**src/json_string_unescape_validate_macros.svh**
```systemverilog
// Assertion helpers for json_string_unescape_validate.sv.
// Each expects signals named clk and rst_n in the enclosing module.
`ifndef JSON_STRING_UNESCAPE_VALIDATE_MACROS_SVH
`define JSON_STRING_UNESCAPE_VALIDATE_MACROS_SVH

// Same-cycle implication, disabled in reset.
`define JSU_ASSERT_NOW(label, ante, cons, msg) \
    label: assert property (@(posedge clk) disable iff (!rst_n) (ante) |-> (cons)) \
        else $error(msg);

// Next-cycle implication, disabled in reset.
`define JSU_ASSERT_NEXT(label, ante, cons, msg) \
    label: assert property (@(posedge clk) disable iff (!rst_n) (ante) |=> (cons)) \
        else $error(msg);

`endif

```
**src/jsu_pkg.sv**
```systemverilog
package jsu_pkg;

    // Largest number of decoded bytes one input word can produce
    localparam int unsigned RES_BYTES = 4;
    // Width of the reported decoded length
    localparam int unsigned COUNT_OUT_BITS = 16;

    // Results produced by one input word: decoded bytes, then an optional final
    typedef struct packed {
        logic [RES_BYTES-1:0][7:0] bytes;
        logic [2:0]                nbytes;
        logic                      fin;
        logic                      status;
        logic [COUNT_OUT_BITS-1:0] count;
    } jsu_result_t;

endpackage

```
**src/jsu_core.sv**
```systemverilog
module jsu_core
    import jsu_pkg::*;
#(
    parameter int unsigned COUNT_BITS = 16
)
(
    input  logic        clk,
    input  logic        rst_n,
    input  logic        step,
    input  logic [7:0]  text_byte,
    input  logic        last_byte,
    output jsu_result_t res
);

    typedef enum logic [3:0] {
        PH_OPEN       = 4'd0,
        PH_BODY       = 4'd1,
        PH_ESC        = 4'd2,
        PH_HEX1       = 4'd3,
        PH_PAIR_BS    = 4'd4,
        PH_PAIR_U     = 4'd5,
        PH_HEX2       = 4'd6,
        PH_UTF_SECOND = 4'd7,
        PH_UTF_MORE   = 4'd8,
        PH_DONE       = 4'd9
    } phase_t;

    localparam logic [7:0] CH_QUOTE  = 8'h22;
    localparam logic [7:0] CH_BSLASH = 8'h5C;
    localparam logic [7:0] CH_SLASH  = 8'h2F;
    localparam logic [7:0] CH_B      = 8'h62;
    localparam logic [7:0] CH_F      = 8'h66;
    localparam logic [7:0] CH_N      = 8'h6E;
    localparam logic [7:0] CH_R      = 8'h72;
    localparam logic [7:0] CH_T      = 8'h74;
    localparam logic [7:0] CH_U      = 8'h75;
    localparam logic [7:0] CTRL_LIMIT = 8'h20;
    localparam logic [7:0] CONT_LO   = 8'h80;
    localparam logic [7:0] CONT_HI   = 8'hBF;
    localparam logic [15:0] HI_SURR_LO = 16'hD800;
    localparam logic [15:0] HI_SURR_HI = 16'hDBFF;
    localparam logic [15:0] LO_SURR_LO = 16'hDC00;
    localparam logic [15:0] LO_SURR_HI = 16'hDFFF;
    localparam logic [20:0] SUPP_BASE  = 21'h10000;

    // Decoded bytes of one code point
    typedef struct packed {
        logic [RES_BYTES-1:0][7:0] bytes;
        logic [2:0]                nbytes;
    } utf8_seq_t;

    // Hex digit value; bit 4 set for a non-hex byte
    function automatic logic [4:0] hex_of(input logic [7:0] b);
        logic [4:0] v;
        begin
            v = 5'h10;
            if (b >= 8'h30 && b <= 8'h39)
            begin
                v = 5'(b - 8'h30);
            end
            else if (b >= 8'h61 && b <= 8'h66)
            begin
                v = 5'(b - 8'h57);
            end
            else if (b >= 8'h41 && b <= 8'h46)
            begin
                v = 5'(b - 8'h37);
            end
            return v;
        end
    endfunction

    // UTF-8 encoder for one code point
    function automatic utf8_seq_t utf8_encode(input logic [20:0] cp);
        utf8_seq_t s;
        begin
            s = '0;
            if (cp <= 21'h7F)
            begin
                s.bytes[0] = cp[7:0];
                s.nbytes   = 3'd1;
            end
            else if (cp <= 21'h7FF)
            begin
                s.bytes[0] = {3'b110, cp[10:6]};
                s.bytes[1] = {2'b10, cp[5:0]};
                s.nbytes   = 3'd2;
            end
            else if (cp <= 21'hFFFF)
            begin
                s.bytes[0] = {4'b1110, cp[15:12]};
                s.bytes[1] = {2'b10, cp[11:6]};
                s.bytes[2] = {2'b10, cp[5:0]};
                s.nbytes   = 3'd3;
            end
            else
            begin
                s.bytes[0] = {5'b11110, cp[20:18]};
                s.bytes[1] = {2'b10, cp[17:12]};
                s.bytes[2] = {2'b10, cp[11:6]};
                s.bytes[3] = {2'b10, cp[5:0]};
                s.nbytes   = 3'd4;
            end
            return s;
        end
    endfunction

    phase_t                phase_reg, phase_next;
    logic [15:0]           hex_accum_reg, hex_accum_next;
    logic [1:0]            hex_digits_reg, hex_digits_next;
    logic [9:0]            high_half_reg, high_half_next;
    logic [1:0]            utf8_rem_reg, utf8_rem_next;
    logic [7:0]            low_bound_reg, low_bound_next;
    logic [7:0]            high_bound_reg, high_bound_next;
    logic                  failed_reg, failed_next;
    logic [COUNT_BITS-1:0] count_reg, count_next;

    logic [4:0]            hex_val;
    logic [15:0]           acc_shift;
    logic                  hex_done;
    logic                  bad;
    logic                  fin;
    utf8_seq_t             emit;
    utf8_seq_t             cp_seq_bmp;
    utf8_seq_t             cp_seq_supp;
    logic [20:0]           supp_cp;
    logic [1:0]            rem_dec;
    logic [COUNT_BITS:0]   count_sum;
    logic [31:0]           count_wide;

    // Shared hex digit path for both escape halves
    assign hex_val   = hex_of(text_byte);
    assign acc_shift = {hex_accum_reg[11:0], hex_val[3:0]};
    assign hex_done  = (hex_digits_reg == 2'd3);
    assign supp_cp   = SUPP_BASE + 21'({high_half_reg, acc_shift[9:0]});
    assign cp_seq_bmp  = utf8_encode(21'(acc_shift));
    assign cp_seq_supp = utf8_encode(supp_cp);
    assign rem_dec   = (utf8_rem_reg != 2'd0) ? utf8_rem_reg - 2'd1 : 2'd0;

    // Per-word decode
    always_comb
    begin
        phase_next      = phase_reg;
        hex_accum_next  = hex_accum_reg;
        hex_digits_next = hex_digits_reg;
        high_half_next  = high_half_reg;
        utf8_rem_next   = utf8_rem_reg;
        low_bound_next  = low_bound_reg;
        high_bound_next = high_bound_reg;
        failed_next     = failed_reg;
        bad             = 1'b0;
        emit            = '0;

        if (!failed_reg)
        begin
            unique case (phase_reg)
                PH_OPEN:
                begin
                    if (text_byte == CH_QUOTE)
                    begin
                        phase_next = PH_BODY;
                    end
                    else
                    begin
                        bad = 1'b1;
                    end
                end
                PH_BODY:
                begin
                    priority if (text_byte == CH_QUOTE)
                    begin
                        phase_next = PH_DONE;
                    end
                    else if (text_byte < CTRL_LIMIT)
                    begin
                        bad = 1'b1;
                    end
                    else if (text_byte == CH_BSLASH)
                    begin
                        phase_next = PH_ESC;
                    end
                    else if (text_byte < CONT_LO)
                    begin
                        emit.bytes[0] = text_byte;
                        emit.nbytes   = 3'd1;
                    end
                    else
                    begin
                        // Multi-byte lead: set bounds for the second byte
                        low_bound_next  = CONT_LO;
                        high_bound_next = CONT_HI;
                        priority if (text_byte >= 8'hC2 && text_byte <= 8'hDF)
                        begin
                            utf8_rem_next = 2'd1;
                        end
                        else if (text_byte >= 8'hE0 && text_byte <= 8'hEF)
                        begin
                            utf8_rem_next = 2'd2;
                            if (text_byte == 8'hE0)
                            begin
                                low_bound_next = 8'hA0;
                            end
                            if (text_byte == 8'hED)
                            begin
                                high_bound_next = 8'h9F;
                            end
                        end
                        else if (text_byte >= 8'hF0 && text_byte <= 8'hF4)
                        begin
                            utf8_rem_next = 2'd3;
                            if (text_byte == 8'hF0)
                            begin
                                low_bound_next = 8'h90;
                            end
                            if (text_byte == 8'hF4)
                            begin
                                high_bound_next = 8'h8F;
                            end
                        end
                        else
                        begin
                            bad = 1'b1;
                        end
                        if (!bad)
                        begin
                            emit.bytes[0] = text_byte;
                            emit.nbytes   = 3'd1;
                            phase_next    = PH_UTF_SECOND;
                        end
                    end
                end
                PH_ESC:
                begin
                    phase_next = PH_BODY;
                    unique case (text_byte)
                        CH_QUOTE, CH_BSLASH, CH_SLASH:
                        begin
                            emit.bytes[0] = text_byte;
                            emit.nbytes   = 3'd1;
                        end
                        CH_B:
                        begin
                            emit.bytes[0] = 8'h08;
                            emit.nbytes   = 3'd1;
                        end
                        CH_F:
                        begin
                            emit.bytes[0] = 8'h0C;
                            emit.nbytes   = 3'd1;
                        end
                        CH_N:
                        begin
                            emit.bytes[0] = 8'h0A;
                            emit.nbytes   = 3'd1;
                        end
                        CH_R:
                        begin
                            emit.bytes[0] = 8'h0D;
                            emit.nbytes   = 3'd1;
                        end
                        CH_T:
                        begin
                            emit.bytes[0] = 8'h09;
                            emit.nbytes   = 3'd1;
                        end
                        CH_U:
                        begin
                            phase_next      = PH_HEX1;
                            hex_accum_next  = '0;
                            hex_digits_next = '0;
                        end
                        default:
                        begin
                            bad = 1'b1;
                        end
                    endcase
                end
                PH_HEX1, PH_HEX2:
                begin
                    if (hex_val[4])
                    begin
                        bad = 1'b1;
                    end
                    else
                    begin
                        hex_accum_next  = acc_shift;
                        hex_digits_next = hex_digits_reg + 2'd1;
                        if (hex_done && phase_reg == PH_HEX1)
                        begin
                            priority if (acc_shift >= HI_SURR_LO && acc_shift <= HI_SURR_HI)
                            begin
                                high_half_next = acc_shift[9:0];
                                phase_next     = PH_PAIR_BS;
                            end
                            else if (acc_shift >= LO_SURR_LO && acc_shift <= LO_SURR_HI)
                            begin
                                bad = 1'b1;
                            end
                            else
                            begin
                                emit       = cp_seq_bmp;
                                phase_next = PH_BODY;
                            end
                        end
                        else if (hex_done)
                        begin
                            if (acc_shift < LO_SURR_LO || acc_shift > LO_SURR_HI)
                            begin
                                bad = 1'b1;
                            end
                            else
                            begin
                                emit       = cp_seq_supp;
                                phase_next = PH_BODY;
                            end
                        end
                    end
                end
                PH_PAIR_BS:
                begin
                    if (text_byte == CH_BSLASH)
                    begin
                        phase_next = PH_PAIR_U;
                    end
                    else
                    begin
                        bad = 1'b1;
                    end
                end
                PH_PAIR_U:
                begin
                    if (text_byte == CH_U)
                    begin
                        phase_next      = PH_HEX2;
                        hex_accum_next  = '0;
                        hex_digits_next = '0;
                    end
                    else
                    begin
                        bad = 1'b1;
                    end
                end
                PH_UTF_SECOND, PH_UTF_MORE:
                begin
                    if ((phase_reg == PH_UTF_SECOND &&
                         (text_byte < low_bound_reg || text_byte > high_bound_reg)) ||
                        (phase_reg == PH_UTF_MORE &&
                         (text_byte < CONT_LO || text_byte > CONT_HI)))
                    begin
                        bad = 1'b1;
                    end
                    else
                    begin
                        emit.bytes[0] = text_byte;
                        emit.nbytes   = 3'd1;
                        utf8_rem_next = rem_dec;
                        phase_next    = (rem_dec == 2'd0) ? PH_BODY : PH_UTF_MORE;
                    end
                end
                default:
                begin
                    // After the closing quote, or an unused code
                    bad = 1'b1;
                end
            endcase

            // Token ended without its closing quote
            if (!bad && last_byte && phase_next != PH_DONE)
            begin
                bad = 1'b1;
            end
        end

        fin = !failed_reg && (bad || last_byte);

        // Saturating length update
        count_sum  = {1'b0, count_reg} + (COUNT_BITS+1)'(emit.nbytes);
        count_next = count_sum[COUNT_BITS] ? '1 : count_sum[COUNT_BITS-1:0];
        count_wide = 32'(count_next);

        res.bytes  = emit.bytes;
        res.nbytes = emit.nbytes;
        res.fin    = fin;
        res.status = bad;
        res.count  = fin ? count_wide[COUNT_OUT_BITS-1:0] : '0;

        // End of token or a malformed byte resets the decode state and length; failed then marks the rest of the token
        if (fin || (failed_reg && last_byte))
        begin
            phase_next      = PH_OPEN;
            hex_accum_next  = '0;
            hex_digits_next = '0;
            high_half_next  = '0;
            utf8_rem_next   = '0;
            low_bound_next  = CONT_LO;
            high_bound_next = CONT_HI;
            count_next      = '0;
            failed_next     = fin && bad && !last_byte;
        end
    end

    // Token state
    always_ff @(posedge clk or negedge rst_n)
    begin
        if (!rst_n)
        begin
            phase_reg      <= PH_OPEN;
            hex_accum_reg  <= '0;
            hex_digits_reg <= '0;
            high_half_reg  <= '0;
            utf8_rem_reg   <= '0;
            low_bound_reg  <= CONT_LO;
            high_bound_reg <= CONT_HI;
            failed_reg     <= 1'b0;
            count_reg      <= '0;
        end
        else if (step)
        begin
            phase_reg      <= phase_next;
            hex_accum_reg  <= hex_accum_next;
            hex_digits_reg <= hex_digits_next;
            high_half_reg  <= high_half_next;
            utf8_rem_reg   <= utf8_rem_next;
            low_bound_reg  <= low_bound_next;
            high_bound_reg <= high_bound_next;
            failed_reg     <= failed_next;
            count_reg      <= count_next;
        end
    end

endmodule

```
**src/json_string_unescape_validate.sv**
```systemverilog
// Decodes one quoted JSON string token per run of input words (one raw byte each, tlast
// on the final byte) into UTF-8 output words, then one final word (tlast) with the
// status and the saturating decoded length. Each input byte is held in the input
// register; its results are then registered in the result stage. A byte that yields
// at most one result is accepted every cycle while m_tready is high. A byte that yields
// several results (up to four bytes of a \u code point plus the final word) holds the
// result stage until all have left, since the output port moves one word per cycle
// with m_tready high; the next byte with results waits behind it. After a malformed byte
// the final word is sent at once and the rest of the token, up to its tlast, is dropped.
`include "json_string_unescape_validate_macros.svh"

module json_string_unescape_validate
    import jsu_pkg::*;
#(
    parameter int unsigned COUNT_BITS = 16
)
(
    input  logic        clk,
    input  logic        rst_n,
    input  logic        s_tvalid,
    output logic        s_tready,
    input  logic [7:0]  s_tdata,   // text_byte
    input  logic        s_tlast,   // last_byte
    output logic        m_tvalid,
    input  logic        m_tready,
    output logic [31:0] m_tdata,   // out_byte[7:0], status[8], decoded_count[24:9], zero
    output logic        m_tlast,   // is_final
    output logic        m_tuser    // byte_valid
);

    logic                      in_valid_reg, in_valid_next;
    logic [7:0]                in_byte_reg;
    logic                      in_last_reg;
    jsu_result_t               dec;
    logic                      advance;
    logic                      bundle_free;
    logic                      last_one;
    logic                      bundle_load;
    logic                      pop;
    logic [RES_BYTES-1:0][7:0] bytes_reg, bytes_next;
    logic [2:0]                nbytes_reg, nbytes_next;
    logic                      fin_reg, fin_next;
    logic                      status_reg;
    logic [COUNT_OUT_BITS-1:0] count_reg;
    logic                      s_accept;

    // Token decoder
    jsu_core #(
        .COUNT_BITS (COUNT_BITS)
    ) u_core (
        .clk       (clk),
        .rst_n     (rst_n),
        .step      (advance),
        .text_byte (in_byte_reg),
        .last_byte (in_last_reg),
        .res       (dec)
    );

    // Result stage handshake
    assign last_one    = (nbytes_reg == 3'd1 && !fin_reg) || (nbytes_reg == 3'd0 && fin_reg);
    assign bundle_free = !m_tvalid || (m_tready && last_one);
    assign advance     = in_valid_reg && (bundle_free || (dec.nbytes == 3'd0 && !dec.fin));
    assign bundle_load = advance && (dec.nbytes != 3'd0 || dec.fin);
    assign pop         = m_tvalid && m_tready;
    assign s_tready    = !in_valid_reg || advance;
    assign s_accept    = s_tvalid && s_tready;
    assign in_valid_next = s_accept || (in_valid_reg && !advance);

    // Input register
    always_ff @(posedge clk or negedge rst_n)
    begin
        if (!rst_n)
        begin
            in_valid_reg <= 1'b0;
        end
        else
        begin
            in_valid_reg <= in_valid_next;
        end
    end

    always_ff @(posedge clk)
    begin
        if (s_accept)
        begin
            in_byte_reg <= s_tdata;
            in_last_reg <= s_tlast;
        end
    end

    // Next contents of the result stage: load, shift out one byte, or drop the final
    always_comb
    begin
        bytes_next  = bytes_reg;
        nbytes_next = nbytes_reg;
        fin_next    = fin_reg;
        if (bundle_load)
        begin
            bytes_next  = dec.bytes;
            nbytes_next = dec.nbytes;
            fin_next    = dec.fin;
        end
        else if (pop)
        begin
            if (nbytes_reg != 3'd0)
            begin
                bytes_next  = {8'h00, bytes_reg[RES_BYTES-1:1]};
                nbytes_next = nbytes_reg - 3'd1;
            end
            else
            begin
                fin_next = 1'b0;
            end
        end
    end

    always_ff @(posedge clk or negedge rst_n)
    begin
        if (!rst_n)
        begin
            nbytes_reg <= '0;
            fin_reg    <= 1'b0;
        end
        else
        begin
            nbytes_reg <= nbytes_next;
            fin_reg    <= fin_next;
        end
    end

    always_ff @(posedge clk)
    begin
        bytes_reg <= bytes_next;
        if (bundle_load)
        begin
            status_reg <= dec.status;
            count_reg  <= dec.count;
        end
    end

    // Output word
    assign m_tvalid = (nbytes_reg != 3'd0) || fin_reg;
    assign m_tuser  = (nbytes_reg != 3'd0);
    assign m_tlast  = (nbytes_reg == 3'd0) && fin_reg;
    assign m_tdata  = {7'd0,
                       m_tlast ? count_reg : {COUNT_OUT_BITS{1'b0}},
                       m_tlast & status_reg,
                       m_tuser ? bytes_reg[0] : 8'h00};

    `JSU_ASSERT_NOW(a_load_only_when_free, bundle_load, bundle_free,
        "result stage overwritten while words remain")
    `JSU_ASSERT_NOW(a_byte_word_clean, m_tvalid && m_tuser, !m_tlast && m_tdata[24:8] == 17'd0,
        "byte word carries final fields")
    `JSU_ASSERT_NEXT(a_stall_keeps_input, in_valid_reg && !advance,
        in_valid_reg && $stable(in_byte_reg) && $stable(in_last_reg),
        "input register lost a pending word")

endmodule
```
**config.mk**
```make
export PLATFORM = sky130hd
export DESIGN_NAME = json_string_unescape_validate
export DESIGN_NICKNAME = d
export VERILOG_FILES = /design/src/jsu_pkg.sv /design/src/jsu_core.sv /design/src/json_string_unescape_validate.sv
export VERILOG_INCLUDE_DIRS = /design/src /design/src/src
export SDC_FILE = /design/constraint.sdc
export NUM_CORES = 1
export LEC_CHECK = 0
export BUFFER_PORTS_ARGS = -buffer_cell sky130_fd_sc_hd__buf_4
export CORE_MARGIN = 2
export CORE_UTILIZATION = 31
export DETAILED_ROUTE_END_ITERATION = 8
export PLACE_DENSITY_LB_ADDON = 0.08
export SYNTH_ARGS = -nofsm -noshare
export SYNTH_HDL_FRONTEND = slang
export SYNTH_SLANG_ARGS = --single-unit
```
**constraint.sdc**
```tcl
create_clock -name clk -period 6.9 [get_ports clk]
set_input_delay 0 -clock clk [delete_from_list [all_inputs] [get_ports clk]]
set_output_delay 0 -clock clk [all_outputs]
set_load 0.02 [all_outputs]
```
Word-level counts from Yosys, hierarchy flattened
Index checks and enable logic that the tools add are counted.

storage, ports and cells
  bits in registers = 126
  bits in latches = 0
  memory bits (writable) = 0
  ROM bits = 0
  input port bits = 13
  output and inout bits = 36
  word-level logic and storage cells = 314
  memories = 0

operators by class
  $add $sub $neg = 8
  $mul = 0
  divide/modulo/power cells = 0
  $lt $le $gt $ge = 28
  eq/ne operators = 39
  shift operators = 0
  muxes and demuxes = 143
  bitwise operators = 1
  reduce and logical (&&, ||, !) cells = 75

operators by type and width
  kind                    number
  $mux W35                6
  $mux W8                 23
  $mux W32                3
  $mux W11                8
  $mux W16                5
  $mux W4                 19
  $pmux W11 S6            1
  $mux W10                6
  $eq A8 B7 Y1 const B    7
  $mux W12                4
  $mux W24                2
  $pmux W11 S4            1
  $eq A8 B8 Y1 const B    4
  $ge A16 B16 Y1 const B  2
  $le A16 B16 Y1 const B  2
  $mux W2                 16
  $mux W1                 30
  $pmux W4 S7             1
  $mux W27                1
  $logic_and A1 B1 Y1     26
  $mux W25                1
  $ge A8 B8 Y1 const B    3
  $le A8 B8 Y1 const B    3
  $pmux W12 S2            1
  other kinds (58)        119

Depth between registers and ports, before layout
  word-level depth = 31
  depth in mapped cells = 24
  mapped depth without buffers = 20

Cells and area by module
A second synthesis with hierarchy kept.

unflattened totals
  cell total of the unflattened synthesis = 871
  area total of the unflattened synthesis = 8139.1 um2

modules (own cells, without submodules)
  module                         times used  cells an instance  area an instance (um2)  seq. area each (um2)
  jsu_core                       1           700                5375.2                  1278.7
  json_string_unescape_validate  1           171                2763.9                  1866.8

Worst setup path after synthesis
No wires, ideal clock.

  kind = reg2reg
  start point = register in_byte_reg[4]
  end point = register u_core.count_reg[3]
  library setup time = 0.077 ns
  arrival = 5.410 ns
  required time = 6.823 ns
  slack = 1.412 ns
  stages on the path, launching flop included = 22
  path buffers = 4
  period minus slack after synthesis = 5.488 ns
  cell sequence = edfxtp_1 or4b_1 buf_2 or3_4 a21bo_1 or4_1 and3_1 buf_6 a311oi_4 ha_1 inv_1 fa_1 nor2b_1 o2111a_1 nand3_1 nor2_1 and4_1 clkbuf_1 and3_1 clkbuf_1 o21ai_0 a21oi_1

between the ends
  longest elaborated chain between the ends = 28
  elaborated cells between the ends (all ways) = 141
  classes of those cells = 5 x add/sub; 28 x order compare; 10 x eq/ne; 71 x mux; 27 x reduce/logical

RTL lines
  element                                                    RTL line                             text
  start, declared                                            json_string_unescape_validate.sv:32  logic [7:0] in_byte_reg;
  start signal, assigned                                     json_string_unescape_validate.sv:86  in_byte_reg <= s_tdata;
  branches (longest 28 deep; another with $add A17 B20 Y21)  --
  end signal, assigned                                       jsu_core.sv:427                      count_reg <= count_next;
  end, declared                                              jsu_core.sv:116                      logic [COUNT_BITS-1:0] count_reg, count_next;

Parallel ways; which one is timed is not known. The select of a mux whose other input is x is not followed.
A chain may end at the register's enable or synchronous reset.

Worst setup path in the final report
  start point = register in_byte_reg[7]
  end point = register u_core.count_reg[5]

The elaborated chain is that of the path after synthesis.

==> flow_summary.json <==
{
  "place.gp.congestion": 0.913,
  "avgSynthCellArea_um2": 8.74,
  "synthDistinctLibCells": 91,
  "p_per_area_nw_per_um2": 324,
  "first_pass_iters": 6,
  "grt_pass1_vias": 6703,
  "clock_path_buffers": 2,
  "final_cell_mix": "nand2_1 (96), a21oi_1 (73), nor2_1 (66)",
  "die_area_um2": 26300,
  "clk_pin_slew_ns": 0.08,
  "ios": 49,
  "finalClockSkew_ns": 0.0137,
  "routed_wl_mm": 24.3,
  "synth_top_flop_cell": "edfxtp_1",
  "drtIter0Drc": 489,
  "mostFrequentLayoutCell": "nand2_1",
  "yosysSeqAreaShare": 0.394,
  "critPathMaxFanout": 15,
  "grt_usage": 0.190,
  "ir_drop_mv": 0.168,
  "dp_cells": 1214,
  "final_cell_count_no_fill": 1242,
  "hold_viol": 0,
  "crit_type": "register to register",
  "antenna_found_initial": 0,
  "drc": 0,
  "synth_seq_cells": 111,
  "tightest_slew_ns": 1.08,
  "rsz0062_at_grt": "no",
  "clkLatencyLatePin_ns": 0.37,
  "cts_tree": "done",
  "yosys_warnings": 0,
  "cts_hold_buf": 12,
  "grt_max_degree": 57,
  "hold_class": "primary input to asynchronous set/reset pin",
  "worstPathArrival_ns": 6.46,
  "h-tree-depth": 3,
  "vias_per_cell": 5.59,
  "drv_slew": 0,
  "fin_hold_ws_ns": 0.250,
  "cts.sinks": 111,
  "cp_data_required_time_ns": 7.19,
  "initial_utilization": 0.317,
  "numCtsBuffers": 9,
  "nNetsFinal": 943,
  "ys_async_sr_fraction": 0.505,
  "setup_viol": 0,
  "fp.dieW_um": 162,
  "post-route-period-util": 0.894,
  "drive_gt1_frac": 0.106,
  "synthTopCellsByArea": "edfxtp_1 (21%), dfrtp_1 (17%), a21oi_1 (4.8%), nand2_1 (4.6%), o21ai_0 (3.3%)",
  "synth_edf_count": 55,
  "max_slew_margin": 0.279,
  "start_kind": "register",
  "p_leak_uw": 0.00352,
  "placed_cell_area_um2": 8340,
  "vias": 6940,
  "fmax_ghz": 0.162,
  "grt.overflow.total": 0,
  "n_antenna_cell": 0,
  "wl_per_cell_um": 19.6,
  "design_area_um2": 8760,
  "root_buffer": "clkbuf_16",
  "largest_reg_flops": 29,
  "die_h_um": 162,
  "grt_first_pass_wirelength_mm": 39.0,
  "antenna_left": 0,
  "cts_resized": 0,
  "portBuffers": 41,
  "hpwl_mm": 17.7,
  "synth_area_um2": 7750,
  "synth_top_area_frac": 0.213,
  "core_area_um2": 24500,
  "worstSetupEndpointType": "register",
  "synth_top_area_cell": "edfxtp_1",
  "status": "finished, final reports clean",
  "period_minus_slack_ns": 6.17,
  "drv_cap": 0,
  "post_cts_buffers": 0,
  "area_delta_synth_final_pct": 13.0,
  "timing.setup.tns_ns": 0,
  "rows": 57,
  "netlist_instances": 887
}
per-layer routing:
layer | GRT usage | up-vias | part of all wire
met3 | 0.0248 | 24 | 0.054
li1 | - | 3335 | -
met1 | 0.280 | 3360 | 0.49
met4 | 0.0615 | 0 | 0.019
met2 | 0.286 | 221 | 0.43
met5 | 0 | - | 0
cell families after synthesis:
group                      after synthesis  synth area share
AOI/OAI and AO/OA                      275             0.240
xor gates and xnor gates                15            0.0170
adders and majority gates               17            0.0284
buffers and inverters                  101            0.0565
DFF                                    111             0.394
muxes                                   24            0.0329
other                                    1          0.000484
and+or+nand+nor                        343             0.231
critical path: stages, from the launching register on:
cell,delay (ns)
edfxtp_1,0.59
or4b_1,0.72
nor4_2,0.46
o22ai_1,0.22
or4_1,0.57
and3_1,0.34
a311oi_4,0.43
ha_1,0.23
inv_1,0.06
fa_1,0.42
nor2b_1,0.17
o2111a_1,0.29
nand3_1,0.14
nor2_1,0.25
and4_1,0.37
and3_1,0.46
o21ai_0,0.16
a21oi_1,0.19
power breakdown:
part | leakage [uW] | internal (uW) | switching [uW]
combinational | 0.00208 | 439 | 841
clock | 0.000143 | 256 | 286
sequential | 0.00129 | 907 | 111
through the flow:
| stage | utilization | total power [uW] | setup WS [ns] |
|---|---|---|---|
| after floorplan | - | 1910 | 1.41 |
| after global placement | 0.341 | 2320 | 0.897 |
| after detailed placement | 0.341 | 2320 | 0.760 |
| after CTS | 0.358 | 2880 | 0.744 |
| after global routing | 0.358 | 3060 | 0.131 |
| final | 0.358 | 2840 | 0.732 |
Yosys cell counts, types with 14 or more instances:
| library cell | number |
|---|---|
| nand3_1 | 22 |
| inv_1 | 37 |
| dfrtp_1 | 54 |
| a21oi_1 | 74 |
| and3_1 | 27 |
| o21ai_0 | 51 |
| ha_1 | 16 |
| nor2_1 | 66 |
| clkbuf_1 | 41 |
| edfxtp_1 | 55 |
| and2_1 | 20 |
| nor3_1 | 19 |
| nand2b_1 | 16 |
| nand2_1 | 96 |
| a31oi_1 | 14 |
final timing paths:
check,from,to,slack (ns),depth (start not counted)
setup / recovery,in_byte_reg[7],u_core.count_reg[5],0.73,17
hold / removal,rst_n,u_core.hex_accum_reg[4],0.25,2
setup reg to reg,in_byte_reg[7],u_core.count_reg[5],0.73,17
hold reg to reg,u_core.utf8_rem_reg[0],u_core.utf8_rem_reg[0],0.49,1
max in group asynchronous,rst_n,u_core.count_reg[7],6.12,2
min in group clk,s_tdata[5],in_byte_reg[5],0.34,2
layout make-up:
type                            instances  area (um2)
Fill cell                            2534       15700
Multi-Input combinational cell        681        4290
Sequential cell                       111        3060
Timing Repair Buffer                   71         563
Tap cell                              324         405
Clock buffer                           10         229
Inverter                               39         146
Clock inverter                          6        67.6
Note: power is estimated with default switching activity, not from simulation.
